$ cat config.mk
export PLATFORM = sky130hd
export DESIGN_NAME = sha256_stream_hasher_top
export DESIGN_NICKNAME = d
export VERILOG_FILES = /design/src/sv/sha_pkg.sv /design/src/sv/sha_ctrl.sv /design/src/sv/sha_dp.sv /design/src/sv/sha256_stream_hasher_top.sv
export SDC_FILE = /design/constraint.sdc
export NUM_CORES = 2
export LEC_CHECK = 0
export ABC_AREA = 1
export BUFFER_PORTS_ARGS = -buffer_cell sky130_fd_sc_hd__buf_2
export CAP_MARGIN = 20
export CORE_MARGIN = 3
export CORE_UTILIZATION = 35
export CTS_CLUSTER_DIAMETER = 200
export DETAILED_ROUTE_END_ITERATION = 10
export SLEW_MARGIN = 25
export SYNTH_ARGS = -nofsm -noshare
export SYNTH_HDL_FRONTEND = slang
export SYNTH_SLANG_ARGS = --single-unit
$ cat constraint.sdc
create_clock -name clk_i -period 33.4 [get_ports clk_i]
set_clock_uncertainty 0.1 [all_clocks]
set_input_delay 6.68 -clock clk_i [delete_from_list [all_inputs] [get_ports clk_i]]
set_output_delay 6.68 -clock clk_i [all_outputs]
set_load 0.01 [all_outputs]
$ cat src/sv/sha_pkg.sv
`timescale 1ns / 1ps
package sha_pkg;

  typedef struct packed {
    logic [31:0] data_word;
    logic [2:0]  byte_count;
    logic        last_item;
  } in_word_t;

  typedef struct packed {
    logic [31:0] digest_word;
    logic [2:0]  word_index;
    logic        last_word;
  } out_word_t;

  // push source select
  localparam logic [1:0] SRC_DATA = 2'd0;
  localparam logic [1:0] SRC_PAD  = 2'd1;
  localparam logic [1:0] SRC_LENH = 2'd2;
  localparam logic [1:0] SRC_LENL = 2'd3;

  typedef struct packed {
    logic       push;       // write one word into the block buffer
    logic [1:0] push_src;
    logic       pad_full;   // pad word is 0x80000000 (else zero)
    logic       add_bytes;  // add byte count of accepted word
    logic       start;      // load working vars from hash
    logic       round;      // run one round
    logic       finish;     // fold working vars into hash
    logic       emit_load;  // capture digest into output shifter
    logic       emit_shift; // advance output shifter
    logic       restart;    // back to initial values
  } sha_cmd_t;

  typedef struct packed {
    logic       block_full;  // push into the last slot; the fill slot wraps to zero
    logic [3:0] fill_slot;
    logic       round_last;
  } sha_sts_t;

  localparam logic [31:0] INIT_H [8] = '{
    32'h6a09e667, 32'hbb67ae85, 32'h3c6ef372, 32'ha54ff53a,
    32'h510e527f, 32'h9b05688c, 32'h1f83d9ab, 32'h5be0cd19};

  localparam logic [31:0] ROUND_K [64] = '{
    32'h428a2f98,32'h71374491,32'hb5c0fbcf,32'he9b5dba5,32'h3956c25b,32'h59f111f1,32'h923f82a4,32'hab1c5ed5,
    32'hd807aa98,32'h12835b01,32'h243185be,32'h550c7dc3,32'h72be5d74,32'h80deb1fe,32'h9bdc06a7,32'hc19bf174,
    32'he49b69c1,32'hefbe4786,32'h0fc19dc6,32'h240ca1cc,32'h2de92c6f,32'h4a7484aa,32'h5cb0a9dc,32'h76f988da,
    32'h983e5152,32'ha831c66d,32'hb00327c8,32'hbf597fc7,32'hc6e00bf3,32'hd5a79147,32'h06ca6351,32'h14292967,
    32'h27b70a85,32'h2e1b2138,32'h4d2c6dfc,32'h53380d13,32'h650a7354,32'h766a0abb,32'h81c2c92e,32'h92722c85,
    32'ha2bfe8a1,32'ha81a664b,32'hc24b8b70,32'hc76c51a3,32'hd192e819,32'hd6990624,32'hf40e3585,32'h106aa070,
    32'h19a4c116,32'h1e376c08,32'h2748774c,32'h34b0bcb5,32'h391c0cb3,32'h4ed8aa4a,32'h5b9cca4f,32'h682e6ff3,
    32'h748f82ee,32'h78a5636f,32'h84c87814,32'h8cc70208,32'h90befffa,32'ha4506ceb,32'hbef9a3f7,32'hc67178f2};

  function automatic logic [31:0] ror32(input logic [31:0] v, input int s);
    ror32 = (v >> s) | (v << (32 - s));
  endfunction

endpackage

$ cat src/sv/sha_ctrl.sv
`timescale 1ns / 1ps
module sha_ctrl (
  input  logic              clk_i,
  input  logic              rst_ni,
  input  logic              in_valid_i,
  output logic              in_stall_o,
  input  sha_pkg::in_word_t in_word_i,
  output logic              out_valid_o,
  input  logic              out_stall_i,
  input  sha_pkg::sha_sts_t sts_i,
  output sha_pkg::sha_cmd_t cmd_o
);
  import sha_pkg::*;

  localparam logic [2:0] ST_IDLE  = 3'd0;
  localparam logic [2:0] ST_RUN   = 3'd1;
  localparam logic [2:0] ST_PAD   = 3'd2;
  localparam logic [2:0] ST_PRUN  = 3'd3;
  localparam logic [2:0] ST_LOAD  = 3'd4;
  localparam logic [2:0] ST_EMIT  = 3'd5;
  localparam logic [2:0] ST_RFIN  = 3'd6;
  localparam logic [2:0] ST_PFIN  = 3'd7;

  logic [2:0] state_q, state_d;
  logic       pad_first_q, pad_first_d;
  logic       pad_full_q, pad_full_d;
  logic       round_run_q, round_run_d;
  logic       len_hi_q, len_hi_d;
  logic [2:0] emit_cnt_q, emit_cnt_d;
  logic       acc;

  assign in_stall_o  = (state_q != ST_IDLE);
  assign out_valid_o = (state_q == ST_EMIT);
  assign acc         = in_valid_i && !in_stall_o;

  always_comb begin
    state_d     = state_q;
    pad_first_d = pad_first_q;
    pad_full_d  = pad_full_q;
    round_run_d = round_run_q;
    len_hi_d    = len_hi_q;
    emit_cnt_d  = emit_cnt_q;
    cmd_o       = '0;
    case (state_q)
      ST_IDLE: begin
        if (acc) begin
          cmd_o.add_bytes = 1'b1;
          if (!in_word_i.last_item || in_word_i.byte_count >= 3'd4) begin
            cmd_o.push     = 1'b1;
            cmd_o.push_src = SRC_DATA;
            if (in_word_i.last_item) begin
              pad_first_d = 1'b1;
              pad_full_d  = 1'b1;
            end
            if (sts_i.block_full) begin
              cmd_o.start = 1'b1;
              round_run_d = in_word_i.last_item;
              state_d     = ST_RUN;
            end else if (in_word_i.last_item) begin
              state_d = ST_PAD;
            end
          end else begin
            // short last word: masked data plus pad byte is pushed in pad state
            pad_first_d = 1'b1;
            pad_full_d  = 1'b0;
            state_d     = ST_PAD;
          end
        end
      end
      ST_RUN: begin
        cmd_o.round = 1'b1;
        if (sts_i.round_last) state_d = ST_RFIN;
      end
      ST_RFIN: begin
        cmd_o.finish = 1'b1;
        state_d      = round_run_q ? ST_PAD : ST_IDLE;
      end
      ST_PAD: begin
        cmd_o.push     = 1'b1;
        cmd_o.pad_full = pad_full_q;
        pad_first_d    = 1'b0;
        if (pad_first_q) cmd_o.push_src = SRC_PAD;
        else if (sts_i.fill_slot == 4'd14) begin
          cmd_o.push_src = SRC_LENH;
          len_hi_d       = 1'b1;
        end
        else if (sts_i.fill_slot == 4'd15 && len_hi_q) cmd_o.push_src = SRC_LENL;
        else cmd_o.push_src = SRC_PAD;
        if (!pad_first_q) cmd_o.pad_full = 1'b0;
        if (sts_i.block_full) begin
          cmd_o.start = 1'b1;
          round_run_d = !len_hi_q;
          len_hi_d    = 1'b0;
          state_d     = ST_PRUN;
        end
      end
      ST_PRUN: begin
        cmd_o.round = 1'b1;
        if (sts_i.round_last) state_d = ST_PFIN;
      end
      ST_PFIN: begin
        cmd_o.finish = 1'b1;
        state_d      = round_run_q ? ST_PAD : ST_LOAD;
      end
      ST_LOAD: begin
        cmd_o.emit_load = 1'b1;
        emit_cnt_d      = 3'd0;
        state_d         = ST_EMIT;
      end
      ST_EMIT: begin
        if (!out_stall_i) begin
          cmd_o.emit_shift = 1'b1;
          emit_cnt_d       = emit_cnt_q + 3'd1;
          if (emit_cnt_q == 3'd7) begin
            cmd_o.restart = 1'b1;
            state_d       = ST_IDLE;
          end
        end
      end
      default: state_d = ST_IDLE;
    endcase
  end

  always_ff @(posedge clk_i or negedge rst_ni) begin
    if (!rst_ni) begin
      state_q     <= ST_IDLE;
      pad_first_q <= 1'b0;
      pad_full_q  <= 1'b0;
      round_run_q <= 1'b0;
      len_hi_q    <= 1'b0;
      emit_cnt_q  <= 3'd0;
    end else begin
      state_q     <= state_d;
      pad_first_q <= pad_first_d;
      pad_full_q  <= pad_full_d;
      round_run_q <= round_run_d;
      len_hi_q    <= len_hi_d;
      emit_cnt_q  <= emit_cnt_d;
    end
  end

endmodule

$ cat src/sv/sha_dp.sv
`timescale 1ns / 1ps
module sha_dp (
  input  logic              clk_i,
  input  logic              rst_ni,
  input  sha_pkg::in_word_t in_word_i,
  input  sha_pkg::sha_cmd_t cmd_i,
  output sha_pkg::sha_sts_t sts_o,
  output logic [31:0]       digest_o,
  output logic [2:0]        index_o
);
  import sha_pkg::*;

  logic [31:0] w_q [16];
  logic [31:0] h_q [8];
  logic [31:0] v_q [8];
  logic [31:0] out_q [8];
  logic [3:0]  fill_q;
  logic [5:0]  rnd_q;
  logic [60:0] bytes_q;
  logic [2:0]  idx_q;
  logic [31:0] push_w, wcur, t1, t2, s0, s1, w15, w2, keep, padw;
  logic [2:0]  n;
  logic [63:0] bits;
  logic [60:0] add_n;

  // clamp byte count, full words always count four
  always_comb begin
    n = (in_word_i.byte_count > 3'd4) ? 3'd4 : in_word_i.byte_count;
    if (!in_word_i.last_item) n = 3'd4;
    add_n = {58'd0, n};
    case (n)
      3'd0:    keep = 32'h0;
      3'd1:    keep = 32'hff000000;
      3'd2:    keep = 32'hffff0000;
      3'd3:    keep = 32'hffffff00;
      default: keep = 32'hffffffff;
    endcase
    padw = (in_word_i.data_word & keep) | (32'h80000000 >> {n, 3'b000});
    bits = {bytes_q, 3'b000};
    case (cmd_i.push_src)
      SRC_DATA: push_w = in_word_i.data_word;
      SRC_PAD:  push_w = cmd_i.pad_full ? 32'h80000000 : 32'h0;
      SRC_LENH: push_w = bits[63:32];
      default:  push_w = bits[31:0];
    endcase
  end

  // short last word: the held input supplies the masked first pad word
  logic [31:0] pad_hold_q;
  logic        short_q;
  logic [31:0] push_final;
  assign push_final = (cmd_i.push_src == SRC_PAD && short_q) ? pad_hold_q : push_w;

  always_comb begin
    w15  = w_q[rnd_q[3:0] + 4'd1];
    w2   = w_q[rnd_q[3:0] + 4'd14];
    s0   = ror32(w15, 7) ^ ror32(w15, 18) ^ (w15 >> 3);
    s1   = ror32(w2, 17) ^ ror32(w2, 19) ^ (w2 >> 10);
    wcur = (rnd_q < 6'd16) ? w_q[rnd_q[3:0]]
         : w_q[rnd_q[3:0]] + s0 + w_q[rnd_q[3:0] + 4'd9] + s1;
    t1 = v_q[7] + (ror32(v_q[4], 6) ^ ror32(v_q[4], 11) ^ ror32(v_q[4], 25))
       + ((v_q[4] & v_q[5]) ^ (~v_q[4] & v_q[6])) + ROUND_K[rnd_q] + wcur;
    t2 = (ror32(v_q[0], 2) ^ ror32(v_q[0], 13) ^ ror32(v_q[0], 22))
       + ((v_q[0] & v_q[1]) ^ (v_q[0] & v_q[2]) ^ (v_q[1] & v_q[2]));
  end

  assign sts_o.fill_slot  = fill_q;
  assign sts_o.block_full = cmd_i.push && (fill_q == 4'd15);
  assign sts_o.round_last = (rnd_q == 6'd63);
  assign digest_o         = out_q[0];
  assign index_o          = idx_q;

  always_ff @(posedge clk_i) begin
    if (cmd_i.push) w_q[fill_q] <= push_final;
    else if (cmd_i.round) w_q[rnd_q[3:0]] <= wcur;
    if (cmd_i.add_bytes) begin
      pad_hold_q <= padw;
      short_q    <= in_word_i.last_item && (n != 3'd4);
    end else if (cmd_i.push) begin
      short_q <= 1'b0;
    end
    if (cmd_i.start) begin
      for (int i = 0; i < 8; i++) v_q[i] <= h_q[i];
    end else if (cmd_i.round) begin
      v_q[7] <= v_q[6]; v_q[6] <= v_q[5]; v_q[5] <= v_q[4]; v_q[4] <= v_q[3] + t1;
      v_q[3] <= v_q[2]; v_q[2] <= v_q[1]; v_q[1] <= v_q[0]; v_q[0] <= t1 + t2;
    end
    if (cmd_i.emit_load) begin
      for (int i = 0; i < 8; i++) out_q[i] <= h_q[i];
    end else if (cmd_i.emit_shift) begin
      for (int i = 0; i < 7; i++) out_q[i] <= out_q[i + 1];
    end
  end

  always_ff @(posedge clk_i or negedge rst_ni) begin
    if (!rst_ni) begin
      for (int i = 0; i < 8; i++) h_q[i] <= INIT_H[i];
      fill_q  <= 4'd0;
      rnd_q   <= 6'd0;
      bytes_q <= 61'd0;
      idx_q   <= 3'd0;
    end else begin
      if (cmd_i.push) fill_q <= fill_q + 4'd1;
      if (cmd_i.round) rnd_q <= rnd_q + 6'd1;
      if (cmd_i.add_bytes) bytes_q <= bytes_q + add_n;
      if (cmd_i.finish) begin
        for (int i = 0; i < 8; i++) h_q[i] <= h_q[i] + v_q[i];
      end
      if (cmd_i.emit_load) idx_q <= 3'd0;
      else if (cmd_i.emit_shift) idx_q <= idx_q + 3'd1;
      if (cmd_i.restart) begin
        for (int i = 0; i < 8; i++) h_q[i] <= INIT_H[i];
        bytes_q <= 61'd0;
        fill_q  <= 4'd0;
      end
    end
  end

endmodule

$ cat src/sv/sha256_stream_hasher_top.sv
`timescale 1ns / 1ps
// a word that completes a block starts 64 rounds through the single shared round unit,
// then a fold into the hash; input stalls meanwhile. a last word adds one push per padding
// slot, 64 rounds and a fold for each of one or two final blocks, a load of the digest
// and the eight digest words, during all of which input also stalls.
// reset: asynchronous, active low; hash returns to the initial values, counts clear
module sha256_stream_hasher_top (
  input  logic               clk_i,
  input  logic               rst_ni,
  input  logic               in_valid_i,
  output logic               in_stall_o,
  input  sha_pkg::in_word_t  in_word_i,
  output logic               out_valid_o,
  input  logic               out_stall_i,
  output sha_pkg::out_word_t out_word_o
);
  import sha_pkg::*;

  sha_cmd_t    cmd;
  sha_sts_t    sts;
  logic [31:0] digest;
  logic [2:0]  index;

  // sequencer: gathers words, pads and runs rounds
  sha_ctrl u_ctrl (
    .clk_i       (clk_i),
    .rst_ni      (rst_ni),
    .in_valid_i  (in_valid_i),
    .in_stall_o  (in_stall_o),
    .in_word_i   (in_word_i),
    .out_valid_o (out_valid_o),
    .out_stall_i (out_stall_i),
    .sts_i       (sts),
    .cmd_o       (cmd)
  );

  // block buffer, round unit and hash state
  sha_dp u_dp (
    .clk_i     (clk_i),
    .rst_ni    (rst_ni),
    .in_word_i (in_word_i),
    .cmd_i     (cmd),
    .sts_o     (sts),
    .digest_o  (digest),
    .index_o   (index)
  );

  assign out_word_o.digest_word = digest;
  assign out_word_o.word_index  = index;
  assign out_word_o.last_word   = (index == 3'd7);

`ifndef SYNTH
  // never accept input while digest words are out
  a_no_overlap: assert property (@(posedge clk_i) disable iff (!rst_ni)
    !(out_valid_o && !in_stall_o)) else $error("input open while emitting");
  // a round never coincides with a buffer push
  a_round_push: assert property (@(posedge clk_i) disable iff (!rst_ni)
    !(cmd.round && cmd.push)) else $error("round and push together");
  // after the final digest word the block is free again
  a_release: assert property (@(posedge clk_i) disable iff (!rst_ni)
    (out_valid_o && !out_stall_i && out_word_o.last_word) |=> !out_valid_o)
    else $error("emit did not end");
`endif

endmodule

==> impl_table.tex <==
\begin{tabular}{lr}
\hline
Metric & Value \\
\hline
\multicolumn{2}{l}{\textbf{Synthesis}} \\
Syn\_nets & about 12,000 \\
Most common library cells after synthesis & 2,472 x nand2\_1, 1,375 x o21ai\_0, 1,262 x inv\_1, 1,057 x edfxtp\_1, 765 x a21oi\_1 \\
Register bit total from synthesis & roughly 1,400 \\
Area leader, netlist & edfxtp\_1 \\
Number of distinct standard cells referenced by the synthesized netlist & a little under 80 \\
Count of flip-flops with a built-in enable after synthesis & roughly 1,100 \\
Synth Warn \# & 0 \\
Post-synthesis sequential area ratio & 43.3\% \\
FFs w/ async S/R, synth & roughly 24\% \\
Most numerous cell in the Yosys netlist & nand2\_1 \\
Total standard cell area after synthesis & 93,400 um\^{}2 \\
Average cell area after synthesis & 8.44 um\^{}2 \\
Post-synth top area share & 34.0\% \\
Post-Syn Instances & roughly 11,000 \\
Top cells by area in the synthesized netlist & edfxtp\_1 34\%, nand2\_1 9.9\%, o21ai\_0 7.4\% \\
Main synth FF type & edfxtp\_1 \\
\multicolumn{2}{l}{\textbf{Route}} \\
Via count & about 81,000 \\
Average detailed-routed wire length per instance & roughly 24 um \\
Drt first pass iters & 7 \\
Post-DR vias/cell & roughly 5.6 \\
Final antenna-violating net count & 0 \\
Post-route DRC violation count & 0 \\
Iteration-0 DRC Markers & roughly 10,000 \\
Drt total wl & 350,000 um \\
\multicolumn{2}{l}{\textbf{Critical path}} \\
Worst setup slack for register-to-register paths & $\sim$19,000 ps \\
Critical Path Slowest Stage Cell & buf\_4 \\
Worst setup endpoint & u\_dp.v\_q[0][31] \\
Crit path buffers/inverters & 7 \\
Worst r2r src & u\_dp.rnd\_q[0] \\
Capture point of the worst reg-to-reg path & u\_dp.v\_q[0][31] \\
Family with the most delay on the worst path & compound AO/OA/AOI/OAI gates \\
Critical path type & flip-flop to flip-flop \\
Highest net fanout along the worst path & roughly 100 \\
Worst Setup SP & u\_dp.rnd\_q[0] \\
Required time at the worst-slack endpoint & between 30,000 and 40,000 ps \\
FF-to-FF path depth & 49 \\
Crit path capture type & flip-flop \\
Cell count along the critical path & a little under 50 \\
CP arrival & between 15,000 and 20,000 ps \\
Most frequent cell on the critical path & nand2\_1 \\
Startpoint Class & flip-flop \\
CP peak stage delay & around 800 ps \\
\multicolumn{2}{l}{\textbf{Floorplan}} \\
X dimension of the die & 522 um \\
Number of cell rows & between 150 and 200 \\
Starting density of the core & between 30\% and 40\% \\
Core area & 264,000 um\^{}2 \\
Number of top-level pins & a little under 80 \\
Die Outline Area & $\sim$270,000 um\^{}2 \\
Vertical extent of the die & approximately 520 um \\
\multicolumn{2}{l}{\textbf{STA}} \\
Sum of negative setup slack & 0 ps \\
Number of hold-slack violations in the final timing report & 0 \\
Final clock period utilization by the worst path & a little over two fifths \\
Unrepaired setup endpoints after global routing & no \\
Max-slew headroom & between 20\% and 30\% \\
Fmax & roughly 68 MHz \\
Setup violation total in the final timing report & 0 \\
Final critical-path required period & 14,660 ps \\
Slew @ Worst Pin & approximately 1200 ps \\
Pins Over Slew Limit & 0 \\
\multicolumn{2}{l}{\textbf{CTS}} \\
TritonCTS clock tree & built \\
Post-CTS sizing & 0 \\
Clock root buffer & clkbuf\_16 \\
Clock transition at the register clock pins on the worst setup and hold paths after CTS & approximately 60 ps \\
Max Root-Sink Buffers & 3 \\
Num Clock Sinks & $\sim$1,400 \\
Buffers inserted during post-CTS setup optimization & 0 \\
Hold buffers post-CTS & 0 \\
Inserted Clock Buffers & about 170 \\
CTS H-tree depth & 4 \\
Clock latency reported for the late side of the worst-skew pair & roughly 860 ps \\
\multicolumn{2}{l}{\textbf{Layout}} \\
Number of nets in the finished design & $\sim$12,000 \\
Fill cells & 26,800 \\
Signed area change from the synthesized netlist to the final layout & 10.4\% \\
Proportion of layout cells with a drive suffix above 1 & under 10\% \\
Filler-free cell count of the finished design & 14,600 \\
Layout Utilization & approximately two fifths \\
\multicolumn{2}{l}{\textbf{Worst hold path}} \\
Hold crit path type & flip-flop to flip-flop \\
Hold wc startpoint & u\_dp.h\_q[12] \\
\multicolumn{2}{l}{\textbf{Global route}} \\
Combined global-route utilization of all metal layers & between 20\% and 30\% \\
Overflow left after global routing & 0 \\
First-pass GRT wire length & around 510,000 um \\
Maximum number of pins on one net before global-route repair & 207 \\
Vias in the first global route & between 70,000 and 80,000 \\
Number of antenna violations at the first check in global routing & 7 \\
\multicolumn{2}{l}{\textbf{Place}} \\
Number of buffer cells added on primary ports & 77 \\
Dpl cells & roughly 14,000 \\
Hpwl dp & $\sim$250,000 um \\
Last weighted congestion value of the routability-driven placer & slightly above 1 \\
\multicolumn{2}{l}{\textbf{Run status}} \\
Result of the run & complete, no violations \\
\multicolumn{2}{l}{\textbf{Flow run}} \\
Max cap viols & 0 \\
\hline
\end{tabular}
-- layout by cell type, fill, tap and decap left out, drive strengths merged, types with 13 or more instances in the layout --
cell     instances
a211oi          17
a21boi          13
a21o            38
a21oi          766
a221oi          27
a22oi           15
a31oi           98
buf            248
bufinv          19
clkbuf         200
clkinv          86
dfrtp          204
dfstp          136
edfxtp        1057
fa             196
ha             400
inv           1276
maj3            18
mux2i           85
nand2         2483
nand3          371
nand4           56
nor2           620
nor3            98
nor4            36
o2111ai         16
o211ai         132
o21a            30
o21ai         1384
o21bai          38
o221ai          42
o22ai          214
o31ai           33
o32ai           16
or2             46
xnor2          164
xor2           304
-- worst min-delay path by stage --
stage / end / slack (ps) / cells past startpoint
floorplan: u_dp.bytes_q[15] / 350 / 1
global placement: u_dp.out_q[0][236] / 360 / 0
detailed placement: u_dp.out_q[0][236] / 370 / 0
CTS: u_dp.out_q[0][236] / 380 / 0
global route: u_dp.out_q[0][236] / 390 / 0
finish: u_dp.out_q[0][236] / 380 / 0
-- cell families (layout without fill, tap and decap cells) --
family	Yosys count	count (layout)	share of synthesized area (%)
flip-flops	1397	1397	43.3
multiplexers	85	85	0.911
AO/OA/AOI/OAI	2933	2933	17.7
adder cells (fa/ha/maj)	614	614	9.76
other	0	4	0
XOR/XNOR	468	468	4.40
buffers and inverters	1846	1840	7.77
AND/OR/NAND/NOR	3725	3725	16.2
-- per-layer routing --
metal | global-route usage (%) | vias up | part of all wire (%)
met4 | 9.23 | 0 | 4.2
met3 | 4.49 | 639 | 9.1
met1 | 35.3 | 39200 | 43
met5 | 0 | - | 0
met2 | 37.7 | 3757 | 43
li1 | - | 37500 | -
-- state kept, by name, summed over array words and instances (netlist names) --
name,count
u_dp.index_o,3
u_dp.out_q,256
u_dp.fill_q,4
u_dp.short_q,1
u_ctrl.pad_full_q,1
u_ctrl.len_hi_q,1
u_dp.bytes_q,61
u_ctrl.round_run_q,1
u_ctrl.emit_cnt_q,3
u_dp.h_q,256
u_dp.v_q,256
u_ctrl.pad_first_q,1
u_dp.w_q,512
u_ctrl.state_q,3
u_dp.rnd_q,6
u_dp.pad_hold_q,32
-- through the flow --
step           hold slack (ps)  area [um^2]  setup WS, ps
2_1_floorplan              350        93400         19850
3_3_place_gp               363        97300         19160
3_5_place_dp               368        97400         19090
4_1_cts                    381       103000         19040
5_1_grt                    393       103000         17880
6_report                   376       103000         18740
-- final cells by class --
cell class                      count  area [um^2]  share of cell area, %
Multi-Input combinational cell   7825        46000                   44.6
Sequential cell                  1397        40400                   39.2
Inverter                         1281         4840                   4.70
Tap cell                         3515         4400                   4.27
Clock buffer                      200         4380                   4.25
Timing Repair Buffer              248         1770                   1.71
Clock inverter                    111         1270                   1.23
Antenna cell                        4         10.0                0.00971
Power is not shown: default switching activity piles up to over one toggle a cycle in this logic, so the estimate is an artifact.
